**config.mk**
```make
export PLATFORM = sky130hd
export DESIGN_NAME = dct2d_queue
export DESIGN_NICKNAME = d
export VERILOG_FILES = /design/src/hdl/dct2d_pkg.sv /design/src/hdl/dct2d_queue.sv
export SDC_FILE = /design/constraint.sdc
export NUM_CORES = 1
export LEC_CHECK = 0
export BUFFER_PORTS_ARGS = -buffer_cell sky130_fd_sc_hd__buf_2
export CELL_PAD_IN_SITES_DETAIL_PLACEMENT = 0
export CELL_PAD_IN_SITES_GLOBAL_PLACEMENT = 1
export CORE_AREA = 8 8 45 47
export DETAILED_ROUTE_END_ITERATION = 12
export DIE_AREA = 0 0 53 55
export PLACE_DENSITY_LB_ADDON = 0.1
export SLEW_MARGIN = 30
export SYNTH_ARGS = -nofsm -noshare
export SYNTH_HDL_FRONTEND = slang
export SYNTH_SLANG_ARGS = --single-unit
```
**constraint.sdc**
```tcl
create_clock -name clk -period 1.64 [get_ports clk]
set_input_delay 0.246 -clock clk [delete_from_list [all_inputs] [get_ports clk]]
set_output_delay 0.246 -clock clk [all_outputs]
set_load 0.03 [all_outputs]
```
**src/hdl/dct2d_pkg.sv**
```systemverilog
// Shared types, constants and butterfly functions for the 8x8 integer DCT.
`default_nettype none
package dct2d_pkg;

  localparam int LANES    = 8;
  localparam int SAMPLE_W = 8;
  localparam int COEF_W   = 16;
  localparam int ROW_W    = $clog2(LANES);
  localparam int NUM_BUF  = 2;
  localparam int BUF_W    = $clog2(NUM_BUF);
  localparam int ADDR_W   = BUF_W + ROW_W;
  localparam int HELD_W   = $clog2(NUM_BUF + 1);
  localparam int QDEPTH   = 2;
  localparam int QPTR_W   = $clog2(QDEPTH);
  localparam int QCNT_W   = $clog2(QDEPTH + 1);

  localparam logic [ROW_W-1:0] LAST_IDX = ROW_W'(LANES - 1);

  typedef logic [SAMPLE_W-1:0] sample_t;
  typedef logic [COEF_W-1:0]   coef_t;
  typedef sample_t [LANES-1:0] srow_t;
  typedef coef_t [LANES-1:0]   vec_t;
  typedef logic [ADDR_W-1:0]   addr_t;

  typedef struct packed {
    logic  en;
    addr_t addr;
  } rd_req_t;

  typedef struct packed {
    logic             vld;
    logic [BUF_W-1:0] idx;
  } tok_t;

  function automatic coef_t asr(coef_t x, int unsigned sh);
    return coef_t'($signed(x) >>> sh);
  endfunction

  // first half of the butterfly: returns e0..e3 in 0..3, a4..a7 in 4..7
  function automatic vec_t bf_pre(vec_t v);
    vec_t  r;
    coef_t a0, a1, a2, a3;
    a0 = v[0] + v[7];
    a1 = v[1] + v[6];
    a2 = v[2] + v[5];
    a3 = v[3] + v[4];
    r[4] = v[0] - v[7];
    r[5] = v[1] - v[6];
    r[6] = v[2] - v[5];
    r[7] = v[3] - v[4];
    r[0] = a0 + a3;
    r[1] = a1 + a2;
    r[2] = a0 - a3;
    r[3] = a1 - a2;
    return r;
  endfunction

  // second half of the butterfly, output in coefficient order
  function automatic vec_t bf_post(vec_t m);
    vec_t  r;
    coef_t c0, c1, c2, c3, c4, c5, c6, c7;
    coef_t q4, q7, o4, o5, o6, o7;
    c0 = m[0] + m[1];
    c1 = m[0] - m[1];
    c2 = m[2] + asr(m[2], 2) + asr(m[3], 1);
    c3 = asr(m[2], 1) - m[3] - asr(m[3], 2);
    q4 = asr(m[4], 2);
    q7 = asr(m[7], 2);
    o4 = q7 + m[4] + q4 - asr(m[4], 4);
    o7 = q4 - m[7] + asr(m[7], 4) - q7;
    o5 = m[5] + m[6] - asr(m[6], 2) - asr(m[6], 4);
    o6 = m[6] - m[5] + asr(m[5], 2) + asr(m[5], 4);
    c4 = o4 + o5;
    c5 = o4 - o5;
    c6 = o6 + o7;
    c7 = o6 - o7;
    r[0] = c0;
    r[1] = c4;
    r[2] = c2;
    r[3] = c5 - c7;
    r[4] = c1;
    r[5] = c5 + c7;
    r[6] = c3;
    r[7] = c6;
    return r;
  endfunction

endpackage
`default_nettype wire

```
**src/hdl/dct2d_queue.sv**
```systemverilog
// Short token queue between the input side and the transform engine.
`default_nettype none
module dct2d_queue (
  input  logic                          clk,
  input  logic                          rst_n,
  input  dct2d_pkg::tok_t               push,
  input  logic                          pop,
  output logic                          empty,
  output logic                          full,
  output logic [dct2d_pkg::BUF_W-1:0]   head_idx
);
  import dct2d_pkg::*;

  logic [BUF_W-1:0]  slots_r [QDEPTH];
  logic [QPTR_W-1:0] wp_r, rp_r;
  logic [QCNT_W-1:0] cnt_r, cnt_nxt;
  logic              do_pop;

  assign empty    = (cnt_r == '0);
  assign full     = (cnt_r == QCNT_W'(QDEPTH));
  assign head_idx = slots_r[rp_r];
  assign do_pop   = pop && !empty;

  always_comb begin
    cnt_nxt = cnt_r;
    if (push.vld && !do_pop) begin
      cnt_nxt = cnt_r + QCNT_W'(1);
    end else if (!push.vld && do_pop) begin
      cnt_nxt = cnt_r - QCNT_W'(1);
    end
  end

  always_ff @(posedge clk) begin
    if (!rst_n) begin
      wp_r  <= '0;
      rp_r  <= '0;
      cnt_r <= '0;
    end else begin
      cnt_r <= cnt_nxt;
      if (push.vld) begin
        wp_r <= wp_r + QPTR_W'(1);
      end
      if (do_pop) begin
        rp_r <= rp_r + QPTR_W'(1);
      end
    end
  end

  always_ff @(posedge clk) begin
    if (push.vld) begin
      slots_r[wp_r] <= push.idx;
    end
  end

endmodule
`default_nettype wire

```
==> results of run 1 <==
[cell type report]
type / count / area, sq um
flip-flops and latches: 7 / 160
well taps: 16 / 20.0
repair buffers: 7 / 35.0
clock buffers: 4 / 26.3
fillers: 151 / 1010
multi-input cells: 18 / 129
[layout by cell type (no fill, tap or decap)]
cell type	count
or3_1	1
a21boi_1	1
xor2_1	1
and2_1	4
ha_1	1
nor2_1	1
clkbuf_4	3
o21ai_0	1
edfxtp_1	2
clkbuf_1	1
xnor2_1	2
buf_2	7
nor2b_1	3
o21a_1	1
o21ai_1	1
dfxtp_1	5
mux2_2	1
[path summary, 6_finish.rpt]
kind,cells after the start,slack (ps),end
max,4,220,cnt_r[1]
min,1,190,slots_r[0]
max reg2reg,4,220,cnt_r[1]
min reg2reg,2,520,cnt_r[1]
[kinds of logic (layout without fill, tap and decap cells)]
group / Yosys count / count (layout) / synth area share [%]
mux: 1 / 1 / 3.90
fa+ha+maj: 1 / 1 / 4.33
flops: 7 / 7 / 55.4
simple gates: 9 / 9 / 18.6
compound gates: 4 / 4 / 8.66
buf+inv: 0 / 11 / 0
xor+xnor: 3 / 3 / 9.09
[critical path, stage by stage (launching register included)]
cell	delay, ps
dfxtp_1	350
o21ai_1	220
ha_1	300
or3_1	350
a21boi_1	130
[per-stage QoR]
step           total power [mW]  setup WS, ps
5_1_grt                   0.759           117
6_report                  0.703           215
4_1_cts                   0.717           215
3_3_place_gp              0.544           229
2_1_floorplan             0.481           311
3_5_place_dp              0.547           228
[Yosys cell counts]
master    number
nor2_1         1
ha_1           1
o21a_1         1
o21ai_1        1
dfxtp_1        5
mux2_2         1
and2_1         4
xnor2_1        2
xor2_1         1
or3_1          1
a21boi_1       1
o21ai_0        1
edfxtp_1       2
nor2b_1        3
[per-layer routing]
metal | vias up | share of wire [%] | global-route usage (%)
li1 | 109 | - | -
met3 | 2 | 6.9 | 3.48
met5 | - | 0 | 0
met2 | 3 | 51 | 6.25
met1 | 96 | 41 | 3.21
met4 | 0 | 1.1 | 7.76
[power breakdown]
part,switching (mW),internal [mW],total [mW]
clock network,0.0679,0.0931,0.161
registers,0.0404,0.229,0.270
logic,0.152,0.120,0.272
total,0.260,0.443,0.703
==> summary.log, run 1 <==
[clock_network] CTS root buffer clkbuf_4
[grt] overall track demand over capacity in global routing 4.60%
[worst_setup_path] critical path data required time 1830 ps
[placed_design] detailed-placement wirelength estimate 403 um
[power] static leakage 0.153 nW
[logic_synthesis] synthesized flop and latch total 7
[floorplanning] IO Count 8
[floorplanning] area of the die 2920 sq um
[detailed_routing] Final ANT Viol Nets 0
[logic_synthesis] mean instance size in the synthesized netlist 11.6 sq um
[floorplanning] starting density of the core 20.9%
[placed_design] cell area after placement 344 sq um
[worst_setup_path] kind of start point of the critical path flip-flop
[clock_network] Clock Pin Slew Worst Setup and Hold Paths 50 ps
[logic_synthesis] post-synth top area share 34.6%
[worst_setup_path] timing startpoint of the critical path cnt_r[0]
[power] pwr/cell area 1900 nW/um^2
[logic_synthesis] cell count after synthesis 25
[sta] relative slew slack 85.2%
[detailed_routing] total number of vias 210
[sta] RSZ-0062 raised after global routing no
[logic_synthesis] Synth Net Count 31
[detailed_routing] vias per std cell 4.04
[worst_setup_path] launch point of the worst reg-to-reg path cnt_r[0]
[sta] final sum of negative setup slack 0 ps
[worst_setup_path] Worst Path Arrival 1610 ps
[worst_setup_path] crit-path max FO 5
[floorplanning] num rows 14
[sta] worst-margin pin slew 220 ps
[placed_design] placed cell count 48
[logic_synthesis] cell taking the most area after synthesis dfxtp_1
[detailed_routing] DRC 0
[sta] final count of negative-setup-slack endpoints 0
[grt] largest net degree at the start of global routing 6
[clock_network] number of sinks handled by clock tree synthesis 7
[hold_path] Worst Hold Class in -> reg
[clock_network] # Post-CTS Setup Buffers 0
[clock_network] clock latency reported for the late side of the worst-skew pair 250 ps
[finish] nets 43
[placed_design] RD Place Congestion 0.663
[floorplanning] overall die height 55 um
[logic_synthesis] top cells by area, synth dfxtp_1, edfxtp_1, and2_1, nor2b_1, xnor2_1
[finish] post-route standard cell area excluding fillers 370 sq um
[job] Max-Cap Viols 0
[placed_design] Buffers on Ports 7
[logic_synthesis] Mapped Area 289 sq um
[grt] via count of the first global-routing pass 206
[power] IR Drop Worst-Case VDD 0.512 mV
[hold_path] hold_sp push[0]
[sta] post-layout min period 1420 ps
[detailed_routing] Total Wirelength 537 um
[detailed_routing] DRC violation total after the first TritonRoute iteration 0
[logic_synthesis] sequential share of the synthesized area 55.4%
[detailed_routing] drt pass-1 iters 1
[clock_network] Clock Tree Buf Depth 2
[floorplanning] core region area 1380 sq um
[sta] Final Max Tran Viols 0
[finish] area added between synthesis and finish 28.1%
[worst_setup_path] classification of the worst setup path reg -> reg
[clock_network] H-tree levels 1
[clock_network] TritonCTS clock tree yes
[sta] final worst-path cycle share 86.9%
[finish] Antenna diodes 0
[logic_synthesis] Syn. warnings 0
[finish] ratio of cells with drive above 1 in the final layout 30.6%
[status] run status finished, final reports clean
[worst_setup_path] CP endpoint kind flip-flop
[sta] achievable frequency 0.702 GHz
[floorplanning] die width 53 um
[grt] antenna violations before repair 0
[logic_synthesis] Unique masters post-synth 14
[clock_network] Inserted Clock Buffers 3
[clock_network] cells resized by post-CTS repair 0
[sta] Layout Skew 0.378 ps
[finish] non-filler cells in the finished layout 52
[grt] residual overflow from global routing 0
[grt] global-route wire length before repair 828 um
[clock_network] CTS hold repair buffers 0
[sta] final hold slack 187 ps
[sta] number of failing hold endpoints at the final stage 0
[finish] core occupancy in the finished layout 26.8%
[detailed_routing] WL per Instance 10.3 um
(Power assumes the default switching activity.)
==> run 2: changes to the inputs <==
clock period = 1.25 ns   (was 1.64 ns; I/O delays follow)
==> run 2 against run 1 <==
Compared with the run above: the flow now finishes with violations (negative setup slack); total power grew 69%; sequential share of layout area shrank 7.8 points; count of clock-buffer cells in the layout shrank 1; worst setup slack lost 240 ps; critical path type unchanged; largest cell class is now multi-input combinational cells.
==> summary.log, run 2 (synthesis gave the netlist of run 1 again) <==
[worst_setup_path] slack of the worst reg-to-reg path -30 ps
[worst_setup_path] Critical R2R Capture cnt_r[1]
[detailed_routing] Final ANT Viol Nets 0
[grt] global-route wire length before repair 1010 um
[floorplanning] overall die height 55 um
[sta] worst-margin pin slew 260 ps
[worst_setup_path] end point of the critical path cnt_r[1]
[clock_network] Inserted Clock Buffers 3
[worst_setup_path] critical path data required time 1430 ps
[worst_setup_path] timing startpoint of the critical path cnt_r[1]
[finish] non-filler cells in the finished layout 57
[finish] nets 48
[clock_network] CTS root buffer clkbuf_4
[clock_network] clock latency reported for the late side of the worst-skew pair 260 ps
[finish] FILL cells 159
[power] clock power share 17.6%
[finish] Antenna diodes 0
[grt] antenna violations before repair 0
[worst_setup_path] crit-path max FO 3
[power] static leakage 0.197 nW
[placed_design] Buffers on Ports 7
[clock_network] H-tree levels 1
[detailed_routing] total number of vias 229
[clock_network] TritonCTS clock tree yes
[worst_setup_path] launch point of the worst reg-to-reg path cnt_r[1]
[placed_design] placed cell count 52
[clock_network] Clock Pin Slew Worst Setup and Hold Paths 60 ps
[detailed_routing] WL per Instance 11.4 um
[worst_setup_path] Buf+Inv Stages, Crit Path 0
[detailed_routing] Total Wirelength 649 um
[sta] Layout Skew 8.41 ps
[status] run status finished with violations
[floorplanning] num rows 14
[detailed_routing] DRC 0
[grt] largest net degree at the start of global routing 6
[power] net switching power 421 uW
[finish] core occupancy in the finished layout 33.5%
[worst_setup_path] Worst Path Arrival 1460 ps
[grt] overall track demand over capacity in global routing 5.32%
[power] Logic pwr share 53.2%
[finish] ratio of cells with drive above 1 in the final layout 65.9%
[floorplanning] die width 53 um
[worst_setup_path] slowest cell delay on critical path 360 ps
[detailed_routing] routed length on met3 39 um
[sta] RSZ-0062 raised after global routing yes
[finish] most common library cell in the layout ignoring fill and taps buf_4
[finish] highest-count cells in the layout ignoring fill and taps buf_4, buf_2, and2_1, dfxtp_2, clkbuf_4
[power] IR Drop Worst-Case VDD 0.771 mV
[sta] relative slew slack 82.5%
[sta] final count of negative-setup-slack endpoints 1
[sta] number of failing hold endpoints at the final stage 0
[floorplanning] starting density of the core 20.9%
[finish] area added between synthesis and finish 60.2%
[placed_design] cell area after placement 379 sq um
[worst_setup_path] CP endpoint kind flip-flop
[clock_network] number of sinks handled by clock tree synthesis 7
[clock_network] Clock Tree Buf Depth 2
[worst_setup_path] Top Family by Delay on Critical Path simple AND/OR/NAND/NOR gates
[floorplanning] IO Count 8
[worst_setup_path] cells on worst reg2reg path 4
[sta] achievable frequency 0.782 GHz
[worst_setup_path] critical-path cell list o21ai_2 -> ha_4 -> or3_4 -> a21boi_2
[worst_setup_path] Crit. path cell count 4
[hold_path] Worst Hold Class in -> reg
[placed_design] RD Place Congestion 0.664
[power] pwr/cell area 2560 nW/um^2
[sta] final worst-path cycle share 102%
[placed_design] pre-CTS worst setup slack -55.4 ps
[power] internal power contribution 766 uW
[detailed_routing] DRC violation total after the first TritonRoute iteration 1
[status] violations in the final reports negative setup slack
[grt] via count of the first global-routing pass 237
[sta] post-layout min period 1280 ps
[detailed_routing] highest metal layer with signal wires met4
[sta] final hold slack 117 ps
[floorplanning] area of the die 2920 sq um
[grt] residual overflow from global routing 0
[sta] crit path setup slack, layout -28.7 ps
[finish] post-route standard cell area excluding fillers 463 sq um
[detailed_routing] wire length on met2 357 um
[floorplanning] core region area 1380 sq um
[power] proportion of total power due to net switching 35.5%
[detailed_routing] M1 wire length 235 um
[worst_setup_path] critical path's slowest cell or3_4
[job] Max-Cap Viols 0
[detailed_routing] vias per std cell 4.02
[detailed_routing] drt pass-1 iters 2
[worst_setup_path] classification of the worst setup path reg -> reg
[power] power share of the sequential group 29.1%
[placed_design] detailed-placement wirelength estimate 459 um
[clock_network] CTS hold repair buffers 0
[sta] Final Max Tran Viols 0
[worst_setup_path] kind of start point of the critical path flip-flop
## run 2: through the flow
stage / setup TNS (ps) / power (mW)
global route: -89.5 / 1.28
CTS: -53.5 / 1.07
global placement: 0 / 0.812
detailed placement: -55.4 / 0.823
floorplan: -26.4 / 0.645
finish: -28.7 / 1.19
## run 2: worst register-to-register path, cell delays in order (launching register included)
cell and delay, ps:
dfxtp_2 320, o21ai_2 180, ha_4 230, or3_4 360, a21boi_2 120
## run 2: power groups by stage
| stage | Sequential, mW | Clock [mW] | Combinational (mW) |
|---|---|---|---|
| 2_1_floorplan | 0.357 | 0 | 0.287 |
| 3_3_place_gp | 0.341 | 0 | 0.471 |
| 3_5_place_dp | 0.342 | 0 | 0.481 |
| 4_1_cts | 0.342 | 0.216 | 0.516 |
| 5_1_grt | 0.353 | 0.228 | 0.697 |
| 6_report | 0.346 | 0.209 | 0.632 |
## run 2: layout make-up
class	count	area, sq um	share of cell area (%)
sequential	7	164	35.4
multi-input combinational	18	170	36.8
clock inverter	1	5.00	1.08
timing repair buffer	12	81.3	17.6
tap	16	20.0	4.32
clock buffer	3	22.5	4.86
## run 2: worst min-delay path by stage
stage | from | endpoint | slack, ps | depth (start not counted)
6_report | push[0] | slots_r[1] | 120 | 1
5_1_grt | push[0] | slots_r[0] | 110 | 1
3_3_place_gp | push[0] | slots_r[0] | 380 | 1
4_1_cts | push[0] | slots_r[1] | 110 | 1
3_5_place_dp | push[0] | slots_r[1] | 390 | 1
2_1_floorplan | push[0] | slots_r[0] | 290 | 0
## run 2: layer usage
layer / up-vias / global-route usage [%]
met1: 102 / 4.76
met5: - / 0
met2: 5 / 8.20
met3: 4 / 3.21
li1: 118 / -
met4: 0 / 5.17
## run 2: repair_timing
item / 4_1_cts / 5_1_grt
pin swaps: 3 / 4
buffers inserted: 1 / 0
resized for setup: 3 / 10
setup endpoints to repair: 3 / 4
