$ cat src/hdl/dct2d_pkg.sv
// Shared types, constants and butterfly functions for the 8x8 integer DCT.
`default_nettype none
package dct2d_pkg;

  localparam int LANES    = 8;
  localparam int SAMPLE_W = 8;
  localparam int COEF_W   = 16;
  localparam int ROW_W    = $clog2(LANES);
  localparam int NUM_BUF  = 2;
  localparam int BUF_W    = $clog2(NUM_BUF);
  localparam int ADDR_W   = BUF_W + ROW_W;
  localparam int HELD_W   = $clog2(NUM_BUF + 1);
  localparam int QDEPTH   = 2;
  localparam int QPTR_W   = $clog2(QDEPTH);
  localparam int QCNT_W   = $clog2(QDEPTH + 1);

  localparam logic [ROW_W-1:0] LAST_IDX = ROW_W'(LANES - 1);

  typedef logic [SAMPLE_W-1:0] sample_t;
  typedef logic [COEF_W-1:0]   coef_t;
  typedef sample_t [LANES-1:0] srow_t;
  typedef coef_t [LANES-1:0]   vec_t;
  typedef logic [ADDR_W-1:0]   addr_t;

  typedef struct packed {
    logic  en;
    addr_t addr;
  } rd_req_t;

  typedef struct packed {
    logic             vld;
    logic [BUF_W-1:0] idx;
  } tok_t;

  function automatic coef_t asr(coef_t x, int unsigned sh);
    return coef_t'($signed(x) >>> sh);
  endfunction

  // first half of the butterfly: returns e0..e3 in 0..3, a4..a7 in 4..7
  function automatic vec_t bf_pre(vec_t v);
    vec_t  r;
    coef_t a0, a1, a2, a3;
    a0 = v[0] + v[7];
    a1 = v[1] + v[6];
    a2 = v[2] + v[5];
    a3 = v[3] + v[4];
    r[4] = v[0] - v[7];
    r[5] = v[1] - v[6];
    r[6] = v[2] - v[5];
    r[7] = v[3] - v[4];
    r[0] = a0 + a3;
    r[1] = a1 + a2;
    r[2] = a0 - a3;
    r[3] = a1 - a2;
    return r;
  endfunction

  // second half of the butterfly, output in coefficient order
  function automatic vec_t bf_post(vec_t m);
    vec_t  r;
    coef_t c0, c1, c2, c3, c4, c5, c6, c7;
    coef_t q4, q7, o4, o5, o6, o7;
    c0 = m[0] + m[1];
    c1 = m[0] - m[1];
    c2 = m[2] + asr(m[2], 2) + asr(m[3], 1);
    c3 = asr(m[2], 1) - m[3] - asr(m[3], 2);
    q4 = asr(m[4], 2);
    q7 = asr(m[7], 2);
    o4 = q7 + m[4] + q4 - asr(m[4], 4);
    o7 = q4 - m[7] + asr(m[7], 4) - q7;
    o5 = m[5] + m[6] - asr(m[6], 2) - asr(m[6], 4);
    o6 = m[6] - m[5] + asr(m[5], 2) + asr(m[5], 4);
    c4 = o4 + o5;
    c5 = o4 - o5;
    c6 = o6 + o7;
    c7 = o6 - o7;
    r[0] = c0;
    r[1] = c4;
    r[2] = c2;
    r[3] = c5 - c7;
    r[4] = c1;
    r[5] = c5 + c7;
    r[6] = c3;
    r[7] = c6;
    return r;
  endfunction

endpackage
`default_nettype wire

$ cat src/hdl/dct2d_front.sv
// Input side: row transfers into a double-buffered block store, block tokens out.
`default_nettype none
module dct2d_front (
  input  logic              clk,
  input  logic              rst_n,
  input  logic              in_valid,
  output logic              in_stall,
  input  dct2d_pkg::srow_t  in_row,
  input  logic              release_blk,
  output dct2d_pkg::tok_t   tok_push,
  input  dct2d_pkg::rd_req_t rd_req,
  output dct2d_pkg::srow_t  rd_data
);
  import dct2d_pkg::*;

  srow_t             mem [NUM_BUF*LANES];
  logic [ROW_W-1:0]  wrow_r, wrow_nxt;
  logic [BUF_W-1:0]  wbuf_r, wbuf_nxt;
  logic [HELD_W-1:0] held_r, held_nxt;
  logic              accept;

  assign in_stall = (held_r == HELD_W'(NUM_BUF));
  assign accept   = in_valid && !in_stall;

  assign tok_push.vld = accept && (wrow_r == LAST_IDX);
  assign tok_push.idx = wbuf_r;

  always_comb begin
    wrow_nxt = wrow_r;
    wbuf_nxt = wbuf_r;
    held_nxt = held_r;
    if (accept) begin
      wrow_nxt = wrow_r + ROW_W'(1);
    end
    if (tok_push.vld) begin
      wbuf_nxt = wbuf_r + BUF_W'(1);
    end
    if (tok_push.vld && !release_blk) begin
      held_nxt = held_r + HELD_W'(1);
    end else if (!tok_push.vld && release_blk) begin
      held_nxt = held_r - HELD_W'(1);
    end
  end

  always_ff @(posedge clk) begin
    if (!rst_n) begin
      wrow_r <= '0;
      wbuf_r <= '0;
      held_r <= '0;
    end else begin
      wrow_r <= wrow_nxt;
      wbuf_r <= wbuf_nxt;
      held_r <= held_nxt;
    end
  end

  always_ff @(posedge clk) begin
    if (accept) begin
      mem[{wbuf_r, wrow_r}] <= in_row;
    end
    if (rd_req.en) begin
      rd_data <= mem[rd_req.addr];
    end
  end

endmodule
`default_nettype wire

$ cat config.mk
export PLATFORM = sky130hd
export DESIGN_NAME = dct2d_front
export DESIGN_NICKNAME = d
export VERILOG_FILES = /design/src/hdl/dct2d_pkg.sv /design/src/hdl/dct2d_front.sv
export SDC_FILE = /design/constraint.sdc
export NUM_CORES = 1
export LEC_CHECK = 0
export ABC_AREA = 1
export BUFFER_PORTS_ARGS = -buffer_cell sky130_fd_sc_hd__buf_2
export CAP_MARGIN = 20
export CORE_UTILIZATION = 50
export CTS_CLUSTER_SIZE = 28
export DETAILED_ROUTE_END_ITERATION = 10
export PLACE_DENSITY_LB_ADDON = 0.05
export REMOVE_ABC_BUFFERS = 1
export SLEW_MARGIN = 20
export SYNTH_ARGS = -nofsm -noshare
export SYNTH_HDL_FRONTEND = slang
export SYNTH_SLANG_ARGS = --single-unit
export TNS_END_PERCENT = 1
$ cat constraint.sdc
create_clock -name clk -period 11.3 [get_ports clk]
set_clock_uncertainty 0.1 [all_clocks]
set_input_delay 2.26 -clock clk [delete_from_list [all_inputs] [get_ports clk]]
set_output_delay 2.26 -clock clk [all_outputs]
set_load 0.01 [all_outputs]
==> impl_results.md, run 1 <==
* Crit path max-delay family: buffers and inverters
* Setup TNS at 0 ps
* Type of origin of the critical path: input pin
* FF-to-FF path depth at 8
* Number of library cell types mapped by synthesis at 17
* Routed wire per std cell at 20.42 um
* Buf/Inv on CP at 4
* Area leader, netlist: edfxtp_1
* Setup Buffers After CTS at 0
* Slowest library cell on the worst path: inv_1
* Drt total wl at 114.5 mm
* Initial antenna violation count at 12
* Final-report setup violation count at 0
* Largest net degree at the start of global routing at 256
* Die W at 305.6 um
* Port buffer count at 139
* CTS clk-pin slew, worst paths at 60 ps
* Final Max Tran Viols at 0
* Iter 0 DRT Violations at 2451
* EDFF count, synth at 1088
* CTS max path bufs at 3
* Sequential fraction of the synthesis area at 71.14%
* Critical path class: in -> out
* Die height at 305.6 um
* PD cells at 168.6 nW/um2
* Max-cap violation count at 0
* Final period util at 46.88%
* Crit path largest cell delay at 150 ps
* Number of global-route vias before repair at 27890
* Fillers at 7658
* WHS Path Cells at 2
* Critical Path Start: in_valid
* Peak VDD IR at 112.7 uV
* Top-count cell post-synth: nand2_1
* Remaining global-route overflow at 0
* Area contributors post-synth: edfxtp_1 (71%), nand2_1 (11%), nand3_1 (8.3%)
* First-pass GRT wire length at 173.0 mm
* Worst r2r src: held_r[0]$_SDFFE_PN0P_
* RSZ-0062 raised after global routing: false
* Post-Synthesis Cells at 4250
* Crit path depth at 6
* DRC at 0
* Area Overhead vs Synth at 10.85%
* Cell area after layout at 51100 um2
* Highest Clock Rate at 0.1888 GHz
* Post-route ant nets at 0
* Flops & latches, synth at 1094
* Crit path DAT at 2940 ps
* HPWL Detailed at 52.41 mm
* Power Total at 8617 uW
* Worst Path Max Fanout at 7
* Drt first pass iters at 5
* Worst skew pair latency at 680 ps
* Synth top area share at 70.88%
* Share of cells above drive strength 1 at 8.128%
* Via Count at 28930
* Hold crit path type: reg -> reg
* Worst-margin pin slew at 1069 ps
* Warnings, synthesis at 0
* Initial core utilization at 50.82%
* CTS tree: yes
* Synth cell count leaders: nand2_1 (1359), edfxtp_1 (1088), inv_1 (779), nand3_1 (768), buf_2 (123)
* Final Wtd Congestion at 0.7367
* Post-CTS Hold Buffers at 0
* Mapped Area at 46090 um2
* Slew margin rel. at 28.73%
* CTS H-tree depth at 3
* Synth async-reset ratio at 0%
* GRT Overall Usage at 24.76%
* Fin crit period at 5297 ps
* Clock Sinks at 1094
* CORE AREA at 90700 um2
* Leakage at 0.02162 uW
* Final #Nets at 4418
* Die area at 93410 um2
* Row cnt at 110
* Average size of a mapped cell at 10.85 um2
* Ports at 140
* Status: completed
* Vias/cell at 5.161
* Start point of the worst hold path: held_r[0]$_SDFFE_PN0P_
* CTS root buffer: clkbuf_16
* Hold violation count in the final report at 0
* Critical Path End Type: primary output
* Worst Path Required at 8940 ps
* TritonCTS Buffers at 113
* Placed inst area at 47600 um2
* Ys flop type: edfxtp_1
* PostCTS Resize Cnt at 0
* CP cell instances: buf_2 > nand2_1 > inv_1 > nand2_1 > inv_1 > buf_2
-- per-stage QoR --
| step | instances | utilization (%) | worst slack, ps | hold WS (ps) |
|---|---|---|---|---|
| 2_1_floorplan | 4038 | - | 5435 | 381.3 |
| 3_3_place_gp | 5399 | 52.49 | 6013 | 408.8 |
| 3_5_place_dp | 5399 | 52.49 | 6000 | 419.9 |
| 4_1_cts | 5604 | 56.31 | 5999 | 426.1 |
| 5_1_grt | 5606 | 56.34 | 5887 | 475.7 |
| 6_report | 5606 | 56.34 | 6003 | 425.2 |
-- state kept, by name (all words and copies together) (netlist names) --
signal / count
held_r: 2
mem: 1024
rd_data: 64
wbuf_r: 1
wrow_r: 3
-- tightest hold or removal path, delay by kind of cell (launching register included) --
kind | cells | cell delay (ps)
buffers and inverters | 1 | 110
AOI/OAI and AO/OA | 1 | 80
DFF | 1 | 290
-- final cells by class --
type	instances	area (um2)	share of cell area, %
multi-input combinational	2162	9265	18.13
clock buffer	140	2972	5.816
antenna	1	2.502	0.004897
timing repair buffer	186	1130	2.211
tap	1176	1471	2.880
sequential	1094	32790	64.18
clock inverter	65	498.0	0.9746
inverter	782	2967	5.806
-- cell families after synthesis --
logic type	synth area share (%)
and+or+nand+nor	19.55
DFF	71.14
buffers and inverters	9.020
AOI/OAI and AO/OA	0.1249
adders and majority gates	0.1629
-- cell usage in the layout (no fill, tap or decap), drive strengths merged --
| cell type | instances |
|---|---|
| o21ai | 5 |
| a21oi | 5 |
| nand2 | 1359 |
| buf | 186 |
| clkinv | 49 |
| inv | 785 |
| nor2 | 18 |
| clkbuf | 140 |
| nand3 | 768 |
| diode | 1 |
| a21boi | 1 |
| edfxtp | 1088 |
| dfxtp | 6 |
| bufinv | 7 |
| clkinvlp | 6 |
| ha | 6 |
-- routing by layer --
layer / vias up / part of all wire [%] / wire length [um] / GRT usage, %
met4: 16 / 2.2 / 2543 / 7.012
met3: 181 / 6.1 / 7019 / 3.695
met1: 13970 / 45 / 51080 / 34.89
li1: 13960 / - / - / -
met5: - / 0.080 / 92 / 0
met2: 809 / 47 / 53730 / 40.10
-- where the power goes --
part	leakage, uW	switching [uW]	total [uW]	internal, uW
clock	0.00169	1520	3530	2010
sequential	0.00992	21.7	4570	4550
combinational	0.0100	379	508	129
total	0.0216	1920	8620	6690
-- worst paths after layout --
| check | slack (ps) | endpoint |
|---|---|---|
| worst max-delay path | 6000 | tok_push[1] |
| worst min-delay path | 430 | held_r[0]$_SDFFE_PN0P_ |
| worst max register to register | 7960 | mem[5][23]$_DFFE_PP_ |
| worst min register to register | 430 | held_r[0]$_SDFFE_PN0P_ |
Power figures use the tool's default switching activity.
==> run 2, diff against run 1 <==
Clock period 11.3 ns to 4.8 ns, I/O delays scaled along.
==> run 2 against run 1 <==
Die area unchanged. Critical path depth grew 1. Global-route usage down 0.16 points. Sequential cell count stayed put. Count of clock-buffer cells in the layout is 3 higher. First-iteration DRC count is 5.6% lower. Clock power increased by 140%. Core utilization increased by 0.56 points. Non-clock buffer count grew 9. Combinational power grew 140%. Final cell count up 0.36%. Worst setup slack worse by 4000 ps. Largest power group unchanged.
==> impl_results.md, run 2 (synthesized netlist as in run 1, its figures left out) <==
* Switching pwr at 4544 uW (was 1924 uW)
* Crit path depth at 7 (was 6)
* Die W at 305.6 um (unchanged)
* Hold violation count in the final report at 0 (unchanged)
* DRC at 0 (unchanged)
* PostCTS Resize Cnt at 0 (unchanged)
* Initial antenna violation count at 10 (was 12)
* Hold crit path type: reg -> reg (unchanged)
* Setup TNS at 0 ps (unchanged)
* Fin crit period at 2807 ps
* Setup Buffers After CTS at 0 (unchanged)
* Final Wtd Congestion at 0.7418 (was 0.7367)
* Largest regs: mem: 1024 flops, rd_data: 64 flops, wrow_r: 3 flops (unchanged)
* Crit path max-delay family: buffers and inverters (unchanged)
* Vias/cell at 5.112 (was 5.161)
* P_int at 15930 uW (was 6693 uW)
* Commonest cells after routing, fill and taps aside: nand2_1 (1359), edfxtp_1 (1088), inv_1 (778) (unchanged)
* Die area at 93410 um2 (unchanged)
* Final Max Tran Viols at 0 (unchanged)
* Drt total wl at 114.0 mm (was 114.5 mm)
* HPWL Detailed at 53.04 mm (was 52.41 mm)
* CTS max path bufs at 3 (unchanged)
* Via Count at 28760 (was 28930)
* CP cell instances: inv_1 > nand2_1 > nand2_1 > inv_1 > nand2_1 > inv_1 > buf_2 (was buf_2 > nand2_1 > inv_1 > nand2_1 > inv_1 > buf_2)
* Power Total at 20480 uW (was 8617 uW)
* Peak VDD IR at 341.9 uV (was 112.7 uV)
* Sequential Power Share at 52.6% (was 53.1%)
* CTS clk-pin slew, worst paths at 60 ps (about the same)
* Worst reg2reg setup slack at 2120 ps (was 7960 ps)
* WHS Path Cells at 2 (unchanged)
* Worst Path Required at 3740 ps (was 8940 ps)
* Routed wire per std cell at 20.26 um (was 20.42 um)
* Slew margin rel. at 29.05% (was 28.73%)
* Worst r2r src: held_r[0]$_SDFFE_PN0P_ (unchanged)
* RSZ-0062 raised after global routing: false (unchanged)
* Worst-margin pin slew at 1064 ps (was 1069 ps)
* Worst skew pair latency at 690 ps (was 680 ps)
* Final non-filler cell total at 5626 (was 5606)
* Highest Clock Rate at 0.3562 GHz
* Commonest non-fill, non-tap cell in the layout: nand2_1 (unchanged)
* Ports at 140 (unchanged)
* PD cells at 396.8 nW/um2 (was 168.6 nW/um2)
* Buf/Inv on CP at 4 (unchanged)
* Hold path endpoint: held_r[0]$_SDFFE_PN0P_ (unchanged)
* Post-CTS Hold Buffers at 0 (unchanged)
* CORE AREA at 90700 um2 (unchanged)
* Max reg flops at 1024 (unchanged)
* Clock Sinks at 1094 (unchanged)
* FF-to-FF path depth at 7 (was 8)
* Drt first pass iters at 6 (was 5)
* Remaining global-route overflow at 0 (unchanged)
* Largest net degree at the start of global routing at 169 (was 256)
* CTS H-tree depth at 3 (unchanged)
* Critical path class: reg -> out (was in -> out)
* DP Cell Count at 5409 (was 5399)
* GRT Overall Usage at 24.61% (was 24.76%)
* Slowest library cell on the worst path: dfxtp_1 (was inv_1)
* Clock group share of total power at 41.5% (was 41.0%)
* Final #Nets at 4430 (was 4418)
* Leakage at 0.02183 uW (was 0.02162 uW)
* Worst Path Max Fanout at 7 (unchanged)
* Critical Path End Type: primary output (unchanged)
* Start point of the worst hold path: held_r[0]$_SDFFE_PN0P_ (unchanged)
* Row cnt at 110 (unchanged)
* CTS tree: yes (unchanged)
* Switching Share at 22.19% (was 22.33%)
* Max-cap violation count at 0 (unchanged)
* First-pass GRT wire length at 171.1 mm (was 173.0 mm)
* Iter 0 DRT Violations at 2314 (was 2451)
* Gate power share at 6.0% (was 5.9%)
* Post-route ant nets at 0 (unchanged)
* Type of origin of the critical path: flip-flop (was input pin)
* TritonCTS Buffers at 116 (was 113)
* CTS root buffer: clkbuf_16 (unchanged)
* Biggest register: mem (unchanged)
* Crit path largest cell delay at 300 ps (was 150 ps)
* Port buffer count at 139 (unchanged)
* Final period util at 58.49%
* Reg-to-Reg End: mem[15][55]$_DFFE_PP_ (was mem[5][23]$_DFFE_PP_)
* Area Overhead vs Synth at 11.96% (was 10.85%)
* Share of cells above drive strength 1 at 8.343% (was 8.128%)
* Number of global-route vias before repair at 27400 (was 27890)
* Die height at 305.6 um (unchanged)
* Final-report setup violation count at 0 (unchanged)
* Crit path DAT at 1750 ps (was 2940 ps)
* Initial core utilization at 50.82% (unchanged)
* Status: completed (unchanged)
## run 2: changes by cell type in the layout (fill, tap and decap cells not counted)
| cell | previous run | this run |
|---|---|---|
| clkinv_8 | 0 | 1 |
| buf_12 | 4 | 28 |
| clkbuf_1 | 25 | 21 |
| inv_8 | 1 | 0 |
| buf_4 | 45 | 30 |
| clkinv_1 | 26 | 37 |
| inv_12 | 0 | 1 |
| diode_2 | 1 | 3 |
| clkinv_2 | 22 | 20 |
| clkinvlp_4 | 6 | 1 |
| clkbuf_8 | 0 | 4 |
| clkbuf_16 | 115 | 118 |
| inv_6 | 4 | 5 |
## run 2: how the worst max path moves through the flow
stage,from,slack [ps],to
2_1_floorplan,in_valid,230,mem[0][0]$_DFFE_PP_
6_report,held_r[0]$_SDFFE_PN0P_,1990,tok_push[1]
5_1_grt,held_r[0]$_SDFFE_PN0P_,1760,tok_push[1]
4_1_cts,held_r[0]$_SDFFE_PN0P_,1940,tok_push[1]
3_3_place_gp,rd_req[1],1490,rd_data[17]$_DFFE_PP_
3_5_place_dp,rd_req[0],1500,rd_data[47]$_DFFE_PP_
## run 2: stage by stage
stage / setup slack, ps / cell area (um2) / hold WS [ps] / utilization (%)
floorplan: 234.9 / 44870 / 381.3 / -
global placement: 1491 / 47990 / 409.9 / 52.91
detailed placement: 1499 / 48000 / 418.8 / 52.92
CTS: 1936 / 51600 / 407.4 / 56.89
global route: 1764 / 51610 / 440.9 / 56.90
finish: 1993 / 51610 / 422.4 / 56.90
## run 2: power by group through the flow
stage                     combinational, uW  sequential (uW)  clock, uW
after floorplan                         564            11000          0
after global placement                 1220            11000          0
after detailed placement               1230            11000          0
after CTS                              1240            10800       8650
after global routing                   1350            10800       9010
final                                  1220            10800       8490
## run 2: per-layer routing
metal	vias to the layer above	share of wire [%]	wire length [um]	global-route usage [%]
met3	152	5.6	6428	3.820
met2	767	48	54350	40.20
li1	14010	-	-	-
met1	13820	45	50820	34.24
met5	-	0.059	67	0
met4	10	2.0	2335	7.012
## run 2: cell type report
class                   count  area [um2]
fillers                  7701       39090
flip-flops and latches   1094       32790
multi-input cells        2162        9265
clock buffers             143        3087
inverters                 782        2972
repair buffers            195        1498
well taps                1176        1471
clock inverters            71       516.7
diodes                      3       7.507
## run 2: worst reg2reg max path, delay by kind of cell (launching register included)
family	cells	cell delay, ps
simple gates	4	1280
buf+inv	3	660
flops	1	310
